===== config.mk =====
export PLATFORM = sky130hd
export DESIGN_NAME = stable_priority_queue_top
export DESIGN_NICKNAME = d
export VERILOG_FILES = /design/src/design/spq_pkg.sv /design/src/design/stable_priority_queue_top.sv /design/src/design/spq_cell.sv
export SDC_FILE = /design/constraint.sdc
export NUM_CORES = 1
export LEC_CHECK = 0
export BUFFER_PORTS_ARGS = -buffer_cell sky130_fd_sc_hd__buf_2
export CORE_MARGIN = 2
export CORE_UTILIZATION = 38
export DETAILED_ROUTE_END_ITERATION = 12
export GPL_ROUTABILITY_DRIVEN = 0
export PLACE_DENSITY = 0.57
export RECOVER_POWER = 100
export SLEW_MARGIN = 10
export SYNTH_ARGS = -nofsm -noshare
export SYNTH_HDL_FRONTEND = slang
export SYNTH_SLANG_ARGS = --single-unit

===== constraint.sdc =====
create_clock -name i_clk -period 9.25 [get_ports i_clk]
set_input_delay 0.4625 -clock i_clk [delete_from_list [all_inputs] [get_ports i_clk]]
set_output_delay 0.4625 -clock i_clk [all_outputs]
set_load 0.01 [all_outputs]

===== src/design/spq_pkg.sv =====
`default_nettype none

package spq_pkg;

    localparam int DEPTH     = 16;
    localparam int CODE_BITS = 16;
    localparam int PRIO_BITS = 8;
    localparam int CNT_W     = $clog2(DEPTH + 1);

    localparam logic       REQ_INSERT = 1'b0;
    localparam logic       REQ_REMOVE = 1'b1;

    localparam logic [1:0] ST_OK      = 2'd0;
    localparam logic [1:0] ST_FULL    = 2'd1;
    localparam logic [1:0] ST_EMPTY   = 2'd2;

    typedef struct packed {
        logic [CODE_BITS-1:0] code;
        logic [PRIO_BITS-1:0] prio;
    } t_entry;

    // Per-request command broadcast to every cell of the chain
    typedef struct packed {
        logic ins;
        logic rem;
    } t_cell_cmd;

endpackage

`default_nettype wire


===== src/design/stable_priority_queue_top.sv =====
// The result of an accepted request is registered on the output in the next cycle.
// Throughput: one request per cycle while o_stall is low; every cell compares and shifts in the same cycle,
// so the rate is set by the single compare-and-select step of the cell chain.
// A request is taken while a finished result waits, as long as the output is not stalled.
// Reset (synchronous, active low) empties the queue and drops any pending result;
// stored entries are not cleared, the fill count alone marks them as valid.
`default_nettype none

module stable_priority_queue_top
    import spq_pkg::*;
(
    input  wire logic                 i_clk,
    input  wire logic                 i_rst_n,
    // request channel
    input  wire logic                 i_valid,
    output logic                      o_stall,
    input  wire logic                 i_req_type,
    input  wire logic [CODE_BITS-1:0] i_item_code,
    input  wire logic [PRIO_BITS-1:0] i_item_priority,
    // result channel
    output logic                      o_valid,
    input  wire logic                 i_stall,
    output logic [1:0]                o_status,
    output logic [CODE_BITS-1:0]      o_out_code,
    output logic [PRIO_BITS-1:0]      o_out_priority,
    output logic [CNT_W-1:0]          o_occupancy
);

    logic                 accept;
    logic                 is_full;
    logic                 is_empty;
    t_cell_cmd            cmd;
    t_entry               new_entry;
    t_entry               cell_entry [DEPTH];
    logic [DEPTH-1:0]     cell_take;

    logic [CNT_W-1:0]     r_count;
    logic [CNT_W-1:0]     n_count;
    logic                 r_valid;
    logic                 n_valid;
    logic [1:0]           r_status;
    logic [1:0]           n_status;
    t_entry               r_out;
    t_entry               n_out;

    // Hold the request side only while a result waits and the consumer stalls
    assign o_stall  = r_valid && i_stall;
    assign accept   = i_valid && !o_stall;

    assign is_full  = (r_count == CNT_W'(DEPTH));
    assign is_empty = (r_count == '0);

    assign new_entry.code = i_item_code;
    assign new_entry.prio = i_item_priority;

    // Drop inserts into a full queue and removes from an empty one
    assign cmd.ins = accept && (i_req_type == REQ_INSERT) && !is_full;
    assign cmd.rem = accept && (i_req_type == REQ_REMOVE) && !is_empty;

    // Cell chain: cell 0 is the front. On insert the cells at and behind the
    // insertion point shift back by one; on remove every cell takes its right neighbor.
    for (genvar g = 0; g < DEPTH; g++) begin : g_cell
        t_entry left_entry;
        logic   left_take;
        t_entry right_entry;

        if (g == 0) begin : g_front
            assign left_entry = new_entry;
            assign left_take  = 1'b0;
        end else begin : g_mid
            assign left_entry = cell_entry[g-1];
            assign left_take  = cell_take[g-1];
        end

        if (g == DEPTH - 1) begin : g_back
            assign right_entry = cell_entry[g];
        end else begin : g_inner
            assign right_entry = cell_entry[g+1];
        end

        spq_cell u_cell (
            .i_clk       (i_clk),
            .i_cmd       (cmd),
            .i_occupied  (CNT_W'(g) < r_count),
            .i_new       (new_entry),
            .i_left      (left_entry),
            .i_left_take (left_take),
            .i_right     (right_entry),
            .o_entry     (cell_entry[g]),
            .o_take      (cell_take[g])
        );
    end

    always_comb begin
        n_count  = r_count;
        n_valid  = r_valid && i_stall;
        n_status = r_status;
        n_out    = r_out;
        if (cmd.ins) begin
            n_count = r_count + CNT_W'(1);
        end else if (cmd.rem) begin
            n_count = r_count - CNT_W'(1);
        end
        if (accept) begin
            // Load a fresh result; removed entry is shown only on a successful remove
            n_valid  = 1'b1;
            n_status = ST_OK;
            n_out    = '0;
            if (i_req_type == REQ_INSERT) begin
                if (is_full) begin
                    n_status = ST_FULL;
                end
            end else begin
                if (is_empty) begin
                    n_status = ST_EMPTY;
                end else begin
                    n_out = cell_entry[0];
                end
            end
        end
    end

    always_ff @(posedge i_clk) begin
        if (!i_rst_n) begin
            r_count <= '0;
            r_valid <= 1'b0;
        end else begin
            r_count <= n_count;
            r_valid <= n_valid;
        end
    end

    // Result payload: no reset needed, qualified by r_valid.
    // Occupancy is taken from the count after the request.
    logic [CNT_W-1:0] r_occ;

    always_ff @(posedge i_clk) begin
        r_status <= n_status;
        r_out    <= n_out;
        if (accept) begin
            r_occ <= n_count;
        end
    end

    assign o_valid        = r_valid;
    assign o_status       = r_status;
    assign o_out_code     = r_out.code;
    assign o_out_priority = r_out.prio;
    assign o_occupancy    = r_occ;

endmodule

`default_nettype wire


===== src/design/spq_cell.sv =====
`default_nettype none

module spq_cell
    import spq_pkg::*;
(
    input  wire logic      i_clk,
    input  wire t_cell_cmd i_cmd,
    input  wire logic      i_occupied,
    input  wire t_entry    i_new,
    input  wire t_entry    i_left,
    input  wire logic      i_left_take,
    input  wire t_entry    i_right,
    output t_entry         o_entry,
    output logic           o_take
);

    t_entry r_entry;
    t_entry n_entry;

    // New item belongs at or before this cell: empty, or stored priority is greater
    assign o_take = !i_occupied || (r_entry.prio > i_new.prio);

    always_comb begin
        n_entry = r_entry;
        if (i_cmd.ins && o_take) begin
            n_entry = i_left_take ? i_left : i_new;
        end else if (i_cmd.rem) begin
            n_entry = i_right;
        end
    end

    always_ff @(posedge i_clk) begin
        r_entry <= n_entry;
    end

    assign o_entry = r_entry;

endmodule

`default_nettype wire


==> qor.csv, run 1 <==
metric;value;unit
Worst-path clk slew;0.06;ns
sequential fraction of the synthesis area;52.5;%
final hold viol count;0;
Worst Path Arrival;6.35;ns
Crit path buffers/inverters;4;
First DRT Iteration DRCs;1084;
Die Y;255;microns
clock skew;0.00865;ns
Period Utilization, post-route;65.5;%
critical path class;input pin to flip-flop;
MaxCap Viol Count;18;
final net count;2242;
clk root buf;clkbuf_16;
distinct cell type count after synthesis;57;
Mean Syn Cell Area;11.5;sq um
cts hold-fix bufs;0;
Clk pwr share;29.6;%
Relative slew margins;-117;%
PortBufs;61;
worst hold path class;input pin to flip-flop;
cells after synthesis;2079;
Slowest-stage cell, CP;clkbuf_1;
post-synth top area cell;edfxtp_1;
GRT Overall Usage;18.5;%
maximum fanout along the worst path;49;
gr ovfl total;0;
Core Area;0.0627;sq mm
Synth top area share;52.0;%
Reg power frac;45.4;%
DR vias;16113;
RSZ-0062 raised after global routing;false;
Int Pwr;4.21;mW
clock tree buffer depth;3;
# resized after CTS;0;
setup bufs post-CTS;0;
Post-synth top flop;edfxtp_1;
# rows;92;
endpoints failing setup;0;
syn nets;2240;
Fmax;0.165;GHz
# diodes;0;
WL final;60.4;mm
Largest stage delay, worst path;1.89;ns
per-cell routed wire length;20.4;microns
initial antenna violation count;1;
failing checks;capacitance limit, slew limit;
DP HPWL;42.0;mm
DRC Markers;0;
ys async rst share;0;%
largest net degree at the start of global routing;50;
combinational fraction of design power;24.9;%
CTS tree;done;
Worst Hold Launch;i_valid;
Max IR drop VDD;0.183;mV
first-pass GRT wire length;94.6;mm
Critical Path Source;i_item_priority[1];
top cell family by delay on the critical path;buffers and inverters;
io pins;62;
Detail Route Antenna Nets;0;
critical path required time;9.54;ns
vias per inst;5.45;
Initial Util;38.2;%
switching power;1.93;mW
status;finished, violations left;
CP Capture Type;flip-flop;
CP dominant cell by count;clkbuf_1;
Worst Tran Pin Value;3.26;ns
CP startpoint kind;input pin;
Total Power;6.15;mW
later-pin clock latency in the skew report;0.60;ns
Pins Over Slew Limit;605;
die width;255;microns
top cells by area, synth;edfxtp_1 (52%), mux2i_1 (13%), ha_1 (6.9%);
PwrDens;233;mW/mm^2
EDFF count, synth;415;
YS warnings;0;
Final Critical Period;6.06;ns
share of cells above drive strength 1;10.3;%
Sink Count;421;
Fin Setup TNS;0;ns
full die area;0.0651;sq mm
Netlist Area Pre-Place;0.0240;sq mm
CTS Buf Count;47;
htree depth;2;
Switching Fraction;31.5;%
critical-path cell list;clkbuf_1, inv_1, ha_1, a21oi_1, o21ai_0, a211oi_4, clkbuf_1, nand2b_1, clkbuf_1, o21ai_0;
#FFs+latches synth;421;
Lkg Pwr;9.90;nW
FF-to-FF Start;r_count[4];
synthesis-to-finish area growth;10.0;%
vias in the first global route;16260;
DRT Pass-1 Iters;5;
-- cell families after synthesis --
family | Yosys count | synth area share (%)
mux | 400 | 17.2
simple gates | 410 | 8.01
compound gates | 538 | 12.0
flops | 421 | 52.5
xor+xnor | 4 | 0.146
fa+ha+maj | 132 | 6.89
buf+inv | 174 | 3.27
-- power groups by stage --
stage | Combinational [mW] | Clock (mW) | Sequential, mW
6_report | 1.53 | 1.82 | 2.79
5_1_grt | 1.71 | 1.94 | 2.83
4_1_cts | 1.55 | 1.87 | 2.78
3_5_place_dp | 1.55 | 0 | 2.82
3_3_place_gp | 1.51 | 0 | 2.81
2_1_floorplan | 1.15 | 0 | 2.73
-- cells in the mapped netlist (2+ instances only) --
| cell type | n |
|---|---|
| nand3_1 | 2 |
| o22ai_1 | 6 |
| o21ai_1 | 3 |
| dfxtp_1 | 6 |
| edfxtp_1 | 415 |
| xnor2_1 | 3 |
| nand2b_1 | 9 |
| nor3_4 | 2 |
| a211o_1 | 2 |
| o31ai_1 | 4 |
| a21boi_0 | 4 |
| nand2_1 | 207 |
| nor2_2 | 4 |
| nor2_1 | 79 |
| buf_1 | 2 |
| buf_2 | 54 |
| o211ai_1 | 12 |
| mux2_2 | 87 |
| a211oi_1 | 7 |
| nor3_2 | 4 |
| and3_1 | 26 |
| and2_1 | 8 |
| clkbuf_1 | 77 |
| and4_1 | 6 |
| nor2b_1 | 26 |
| inv_1 | 27 |
| o21ai_0 | 245 |
| buf_4 | 11 |
| buf_6 | 3 |
| nor3_1 | 2 |
| nand4_1 | 26 |
| ha_1 | 132 |
| a21oi_1 | 226 |
| a21o_1 | 3 |
| mux2i_1 | 313 |
| o21a_1 | 14 |
| a21oi_2 | 2 |
-- area by class of cell --
cell class | count | area [sq um]
clock buffers | 60 | 1250
clock inverters | 21 | 208
fillers | 5933 | 36400
inverters | 27 | 101
multi-input cells | 1484 | 10700
flip-flops and latches | 421 | 12600
well taps | 846 | 1060
repair buffers | 100 | 477
-- sequential cells by signal, indices dropped and copies added, names as in the netlist --
register and flops:
o_out_priority 8, o_valid 1, r_count 5, o_status 2, g_cell.u_cell.o_entry 384, o_occupancy 5, o_out_code 16
-- through the flow --
| stage | hold slack [ns] | std cells | worst slack [ns] | utilization [%] | cell area (sq um) |
|---|---|---|---|---|---|
| 6_report | 0.0895 | 2959 | 3.19 | 42.0 | 26400 |
| 5_1_grt | 0.0837 | 2959 | 2.79 | 42.0 | 26400 |
| 4_1_cts | 0.0939 | 2959 | 4.96 | 42.3 | 26500 |
| 3_5_place_dp | 0.539 | 2878 | 4.32 | 40.0 | 25100 |
| 3_3_place_gp | 0.528 | 2878 | 4.42 | 40.0 | 25100 |
| 2_1_floorplan | 0.521 | 2079 | 5.26 | - | 24000 |
-- routing by layer --
metal / up-vias / GRT usage (%) / routed length (microns)
li1: 7793 / - / -
met1: 7837 / 24.5 / 27200
met2: 381 / 31.2 / 28700
met3: 102 / 2.61 / 2730
met4: 0 / 6.12 / 1740
met5: - / 0 / 0
-- worst paths after layout --
path | end | slack [ns] | depth (start not counted)
worst max-delay path | g_cell[1].u_cell.o_entry[3] | 3.19 | 10
worst min register to register | g_cell[14].u_cell.o_entry[11] | 0.55 | 1
worst max register to register | g_cell[1].u_cell.o_entry[3] | 4.15 | 7
worst min-delay path | o_valid | 0.09 | 2
-- placed cells by master, fill, tap and decap left out, types with 27 or more instances in the layout --
cell type    n
a21oi_1    224
buf_2       27
clkbuf_1    67
clkbuf_16   48
edfxtp_1   415
ha_1       132
inv_1       27
mux2_2      87
mux2i_1    313
nand2_1    207
nor2_1      78
o21ai_0    245
(Power assumes the default switching activity.)
==> run 2, diff against run 1 <==
- ABC_AREA: unset -> 1
- PLACE_DENSITY: 0.57 -> 0.59
- clock period: 9.25 -> 4.88 ns (I/O delays scaled with it)
==> run 2 against run 1 <==
Effect of this change:
- utilization is 0.48 points higher
- setup slack worse by 2.5 ns
- global-route usage is 6.0 points higher
- the run still ends with capacitance limit, slew limit left
- power is 95% higher
- sequential share of layout area is 3.7 points lower
- register-to-register slack worse by 3.5 ns
- clock-buffer cell count is 1 lower
- critical path depth is 2 lower
- design area is 8.3% higher
- clock skew is 0.012 ns higher
==> qor.csv, run 2 <==
metric;value;unit;change
Worst Tran Pin Value;1.80;ns;-1.45 ns
Final Cell Area;0.0285;sq mm;+8.3%
Mean Syn Cell Area;7.58;sq um;-34%
critical path class;flip-flop to flip-flop;;
Initial Util;38.4;%;+0.17 points
PwrDens;421;mW/mm^2;+80%
Largest register FFs;384;;unchanged
MaxCap Viol Count;2;;-16
share of cells above drive strength 1;5.55;%;-4.7 points
DR vias;22717;;+41%
Fmax;0.237;GHz;
commonest cells after routing, fill and taps aside;nand2_1 (1,958), edfxtp_1 (415), nand3_1 (342);;
Pins Over Slew Limit;74;;-88%
end of the critical path;g_cell[6].u_cell.o_entry[8];;
EDFF count, synth;415;;unchanged
initial antenna violation count;1;;unchanged
gr ovfl total;0;;unchanged
synthesis-to-finish area growth;10.8;%;
Post-Route Utilization;42.5;%;+0.48 points
First DRT Iteration DRCs;2781;;+160%
Post-synth top flop;edfxtp_1;;
WL final;87.3;mm;+45%
#FFs+latches synth;421;;unchanged
Fin Setup TNS;0;ns;unchanged
DRC Markers;0;;unchanged
Core Area;0.0672;sq mm;+7.1%
CP Capture Type;flip-flop;;
critical-path cell list;inv_1, nand2_4, nor2_1, nand2_1, nand3_1, clkbuf_1, nand2_1, clkbuf_1;;
critical path required time;5.00;ns;-4.54 ns
Relative slew margins;-20.1;%;+97 points
distinct cell type count after synthesis;29;;-49%
failing checks;capacitance limit, slew limit;;
most common cell after layout, fill and taps aside;nand2_1;;
hold path depth;4;;+2
die width;264;microns;+3.6%
syn nets;3561;;+59%
Worst path depth;8;;-2
status;finished, violations left;;
Crit path buffers/inverters;3;;-1
most frequent cells after synthesis;nand2_1 (1,958), edfxtp_1 (415), nand3_1 (341);;
GRT Overall Usage;24.5;%;+6.0 points
io pins;62;;unchanged
Largest stage delay, worst path;0.72;ns;-1.17 ns
CTS tree;done;;
largest net degree at the start of global routing;49;;-2.0%
cells after synthesis;3400;;+64%
worst hold path class;input pin to flip-flop;;
Total Power;12.0;mW;+95%
vias per inst;5.25;;-3.7%
full die area;0.0699;sq mm;+7.4%
Final Critical Period;4.23;ns;
Detail Route Antenna Nets;0;;unchanged
endpoints failing setup;0;;unchanged
Slowest-stage cell, CP;nor2_1;;
cell with the most instances after synthesis;nand2_1;;
DRT Pass-1 Iters;6;;+1
Die Y;264;microns;+3.6%
sequential fraction of the synthesis area;48.8;%;-3.7 points
CP startpoint kind;flip-flop;;
Max IR drop VDD;0.231;mV;+26%
post-synth top area cell;edfxtp_1;;
clk root buf;clkbuf_16;;
PortBufs;61;;unchanged
Lkg Pwr;14.0;nW;+41%
reg-to-reg critical path endpoint;g_cell[6].u_cell.o_entry[8];;
clock skew;0.0211;ns;+0.0125 ns
final hold viol count;0;;unchanged
cell area after placement;0.0271;sq mm;+7.9%
# resized after CTS;0;;unchanged
clock tree buffer depth;3;;unchanged
vias in the first global route;20753;;+28%
top cell family by delay on the critical path;simple AND/OR/NAND/NOR gates;;
later-pin clock latency in the skew report;0.59;ns;about the same
DP HPWL;61.1;mm;+46%
Period Utilization, post-route;86.6;%;
first-pass GRT wire length;130;mm;+38%
RSZ-0062 raised after global routing;false;;
top cells by area, synth;edfxtp_1 (48%), nand2_1 (29%), nand3_1 (6.6%);;
register-to-register setup slack;0.65;ns;-3.50 ns
Sink Count;421;;unchanged
Synth top area share;48.4;%;-3.6 points
ys async rst share;0;%;unchanged
Netlist Area Pre-Place;0.0258;sq mm;+7.5%
# diodes;0;;unchanged
per-cell routed wire length;20.2;microns;-1.2%
FF-to-FF Start;r_count[4];;
# rows;95;;+3.3%
Critical Path Source;r_count[4];;
Worst Path Arrival;4.35;ns;-2.00 ns
maximum fanout along the worst path;28;;-43%
final net count;3583;;+60%
worst-case reg-to-reg path depth;8;;+1
Worst-path clk slew;0.06;ns;about the same
htree depth;2;;unchanged
YS warnings;0;;unchanged
CTS Buf Count;49;;+4.3%
[run 2: cell types whose count changed after synthesis, moves of 102 or more]
| cell | previous run | this run |
|---|---|---|
| inv_1 | 27 | 129 |
| nand3_1 | 2 | 341 |
| o21ai_0 | 245 | 53 |
| nand2_1 | 207 | 1958 |
| mux2i_1 | 313 | 0 |
| a21oi_1 | 226 | 42 |
[run 2: power by group]
group          internal [mW]  total [mW]  switching [mW]
Clock                   2.15        3.68            1.53
Combinational          0.911        3.12            2.21
Sequential              4.76        5.21           0.452
[run 2: worst min path at each step]
stage                             from                           to  slack [ns]
floorplan                      i_valid                      o_valid        0.40
global placement               o_valid                      o_valid        0.50
detailed placement             o_valid                      o_valid        0.51
CTS                 i_item_priority[2]  g_cell[1].u_cell.o_entry[2]        0.33
global route        i_item_priority[3]  g_cell[0].u_cell.o_entry[3]        0.39
finish                         i_valid               o_occupancy[1]        0.36
[run 2: per-stage QoR]
| step | setup slack, ns | hold slack (ns) | cells |
|---|---|---|---|
| final | 0.652 | 0.359 | 4331 |
| after global routing | 0.557 | 0.386 | 4331 |
| after CTS | 1.29 | 0.331 | 4331 |
| after detailed placement | 1.31 | 0.510 | 4240 |
| after global placement | 1.27 | 0.499 | 4240 |
| after floorplan | 0.921 | 0.399 | 3400 |
[run 2: cell type report]
type                            count  area, sq um
Clock buffer                       59         1260
Clock inverter                     28          287
Fill cell                        6772        38600
Tap cell                          873         1090
Inverter                          149          559
Multi-Input combinational cell   2651        11900
Timing Repair Buffer              150          883
Sequential cell                   421        12600
[run 2: metal layers]
metal	wire length, microns	track usage, %
met1	39300	35.7
met2	36900	36.4
met3	7680	3.75
met4	3460	9.71
met5	0	0
[run 2: cells by family after synthesis]
family,count (synthesis),synth area share [%]
buf+inv,328,5.02
fa+ha+maj,132,6.41
compound gates,119,2.69
xor+xnor,5,0.170
flops,421,48.8
simple gates,2395,36.9
[run 2: what timing repair did]
action | in CTS | in global routing
hold buffers | 4 | 0
hold endpoints to repair | 7 | 0
buffers inserted | 0 | 0
[run 2: worst register-to-register path, stage by stage (launching register included)]
cell and delay (ns):
dfxtp_1 0.37, inv_1 0.28, nand2_4 0.28, nor2_1 0.73, nand2_1 0.26, nand3_1 0.53, clkbuf_1 0.51, nand2_1 0.22
clkbuf_1 0.59
==> run 3, diff against run 2 <==
- ABC_AREA: 1 -> unset
- SKIP_LAST_GASP: unset -> 1
==> run 3 against run 2 <==
Effect of this change:
- die area shrank 6.9%
- routed wire length decreased by 33%
- critical endpoint is now g_cell[3].u_cell.o_entry[14]
- combinational power decreased by 8.3%
- setup slack better by 0.25 ns
- flip-flop and latch count unchanged
- sequential share of layout area grew 3.5 points
- largest power group unchanged
- final cell count decreased by 31%
- worst hold slack lost 0.14 ns
- utilization shrank 0.33 points
- sequential power grew 2%
- the run still ends with capacitance limit, slew limit left
==> qor.csv, run 3 (synthesis results as in run 1) <==
metric;value;unit;change
RSZ-0062 raised after global routing;false;;
setup bufs post-CTS;0;;unchanged
Critical Path Source;r_count[1];;
Detail Route Antenna Nets;0;;unchanged
WL final;58.1;mm;-33%
initial antenna violation count;3;;+2
CTS Buf Count;46;;-6.1%
most common cell after layout, fill and taps aside;edfxtp_1;;
final net count;2261;;-37%
DR vias;16100;;-29%
clk root buf;clkbuf_16;;
Slowest-stage cell, CP;clkbuf_1;;
MaxCap Viol Count;7;;+5
PortBufs;61;;unchanged
synthesis-to-finish area growth;10.4;%;
commonest cells after routing, fill and taps aside;edfxtp_1 (415), mux2i_1 (313), o21ai_0 (246);;
CP startpoint kind;flip-flop;;
DRT Pass-1 Iters;5;;-1
io pins;62;;unchanged
Die Y;255;microns;-3.5%
Relative slew margins;-18.5;%;+1.6 points
Core Area;0.0627;sq mm;-6.6%
Max IR drop VDD;0.297;mV;+29%
die width;255;microns;-3.5%
Largest register FFs;384;;unchanged
vias per inst;5.40;;+2.9%
switching power;3.59;mW;-14%
later-pin clock latency in the skew report;0.59;ns;about the same
CP dominant cell by count;buf_4;;
Fmax;0.252;GHz;+6.3%
DP HPWL;41.5;mm;-32%
# rows;92;;-3.2%
Initial Util;38.2;%;-0.17 points
GRT Overall Usage;17.8;%;-6.7 points
clock skew;0.0198;ns;-0.00133 ns
Total Power;11.5;mW;-4.6%
Pins Over Slew Limit;204;;+180%
full die area;0.0651;sq mm;-6.9%
first-pass GRT wire length;91.1;mm;-30%
Sink Count;421;;unchanged
largest net degree at the start of global routing;50;;+2.0%
FF-to-FF Start;r_count[1];;
combinational fraction of design power;25.0;%;-1.0 points
Fin Setup TNS;0;ns;unchanged
Clk pwr share;28.9;%;-1.7 points
maximum fanout along the worst path;25;;-11%
vias in the first global route;15976;;-23%
Switching Fraction;31.3;%;-3.6 points
# resized after CTS;0;;unchanged
critical path class;flip-flop to flip-flop;;
Largest stage delay, worst path;1.00;ns;+0.28 ns
htree depth;2;;unchanged
DRC Markers;0;;unchanged
CTS tree;done;;
Final Critical Period;3.98;ns;-0.252 ns
Worst Hold Launch;i_req_type;;
endpoints failing setup;0;;unchanged
Lkg Pwr;9.98;nW;-29%
Worst-path clk slew;0.06;ns;about the same
Reg power frac;46.1;%;+2.7 points
clock tree buffer depth;3;;unchanged
failing checks;capacitance limit, slew limit;;
critical path required time;5.15;ns;+0.15 ns
PwrDens;433;mW/mm^2;+2.9%
CP Capture Type;flip-flop;;
Period Utilization, post-route;81.5;%;-5.2 points
critical-path cell list;inv_1, ha_1, nand2_1, nor3_1, nor3_4, clkbuf_1, and2_1, buf_4, nand2b_1, buf_4;;
Int Pwr;7.87;mW;+0.61%
per-cell routed wire length;19.5;microns;-3.4%
Worst Path Arrival;4.24;ns;-0.11 ns
worst hold path class;input pin to flip-flop;;
First DRT Iteration DRCs;1061;;-62%
share of cells above drive strength 1;11.2;%;+5.6 points
status;finished, violations left;;
final hold viol count;0;;unchanged
Worst Tran Pin Value;1.78;ns;-0.0245 ns
gr ovfl total;0;;unchanged
-- run 3: changes by cell type in the layout (fill, tap and decap cells not counted), moves of 34 or more --
cell,before,now
a21oi_1,42,224
buf_4,67,33
nand2_1,1958,207
inv_1,139,27
mux2_2,0,87
nand3_1,342,2
o21ai_0,53,246
mux2i_1,0,313
-- run 3: worst max-delay path: cells and delay by family (launching register included) --
| kind | cells | cell delay [ns] |
|---|---|---|
| DFF | 1 | 0.52 |
| buffers and inverters | 4 | 1.75 |
| and+or+nand+nor | 5 | 1.14 |
| adders and majority gates | 1 | 0.23 |
-- run 3: metal layers --
layer,vias up,track usage [%],part of all wire [%]
met5,-,0,0
met2,383,30.0,47
met3,99,2.25,4.7
li1,7838,-,-
met1,7780,23.9,46
met4,0,5.63,2.6
-- run 3: stage by stage --
stage	setup WS [ns]	utilization, %	instances	hold WS (ns)	instance area [sq um]
floorplan	1.11	-	2079	0.362	24000
global placement	1.46	40.2	2895	0.503	25200
detailed placement	1.39	40.2	2895	0.509	25200
CTS	1.43	42.5	2982	0.196	26600
global route	0.649	42.2	2984	0.229	26500
finish	0.904	42.2	2984	0.220	26500
-- run 3: power groups by stage --
stage	Combinational (mW)	Clock (mW)	Sequential (mW)
3_5_place_dp	2.89	0	5.34
6_report	2.86	3.31	5.29
2_1_floorplan	2.17	0	5.18
4_1_cts	2.90	3.41	5.27
3_3_place_gp	2.81	0	5.33
5_1_grt	3.20	3.52	5.35
-- run 3: cell type report --
type / instances / area, sq um
clock inverters: 20 / 145
multi-input cells: 1484 / 10700
well taps: 846 / 1060
fillers: 5915 / 36300
diodes: 2 / 5.00
flip-flops and latches: 421 / 12600
repair buffers: 120 / 638
clock buffers: 64 / 1250
inverters: 27 / 101
-- run 3: worst paths after layout --
check	end	cells past startpoint	slack, ns
max	g_cell[3].u_cell.o_entry[14]	10	0.90
min	o_status[0]	2	0.22
max reg2reg	g_cell[3].u_cell.o_entry[14]	10	0.90
min reg2reg	g_cell[14].u_cell.o_entry[12]	1	0.55
-- run 3: timing repair --
item                                    4_1_cts  5_1_grt
endpoints found under the hold margin         6        0
hold buffers                                  3        0
endpoints found under the setup margin        0        0
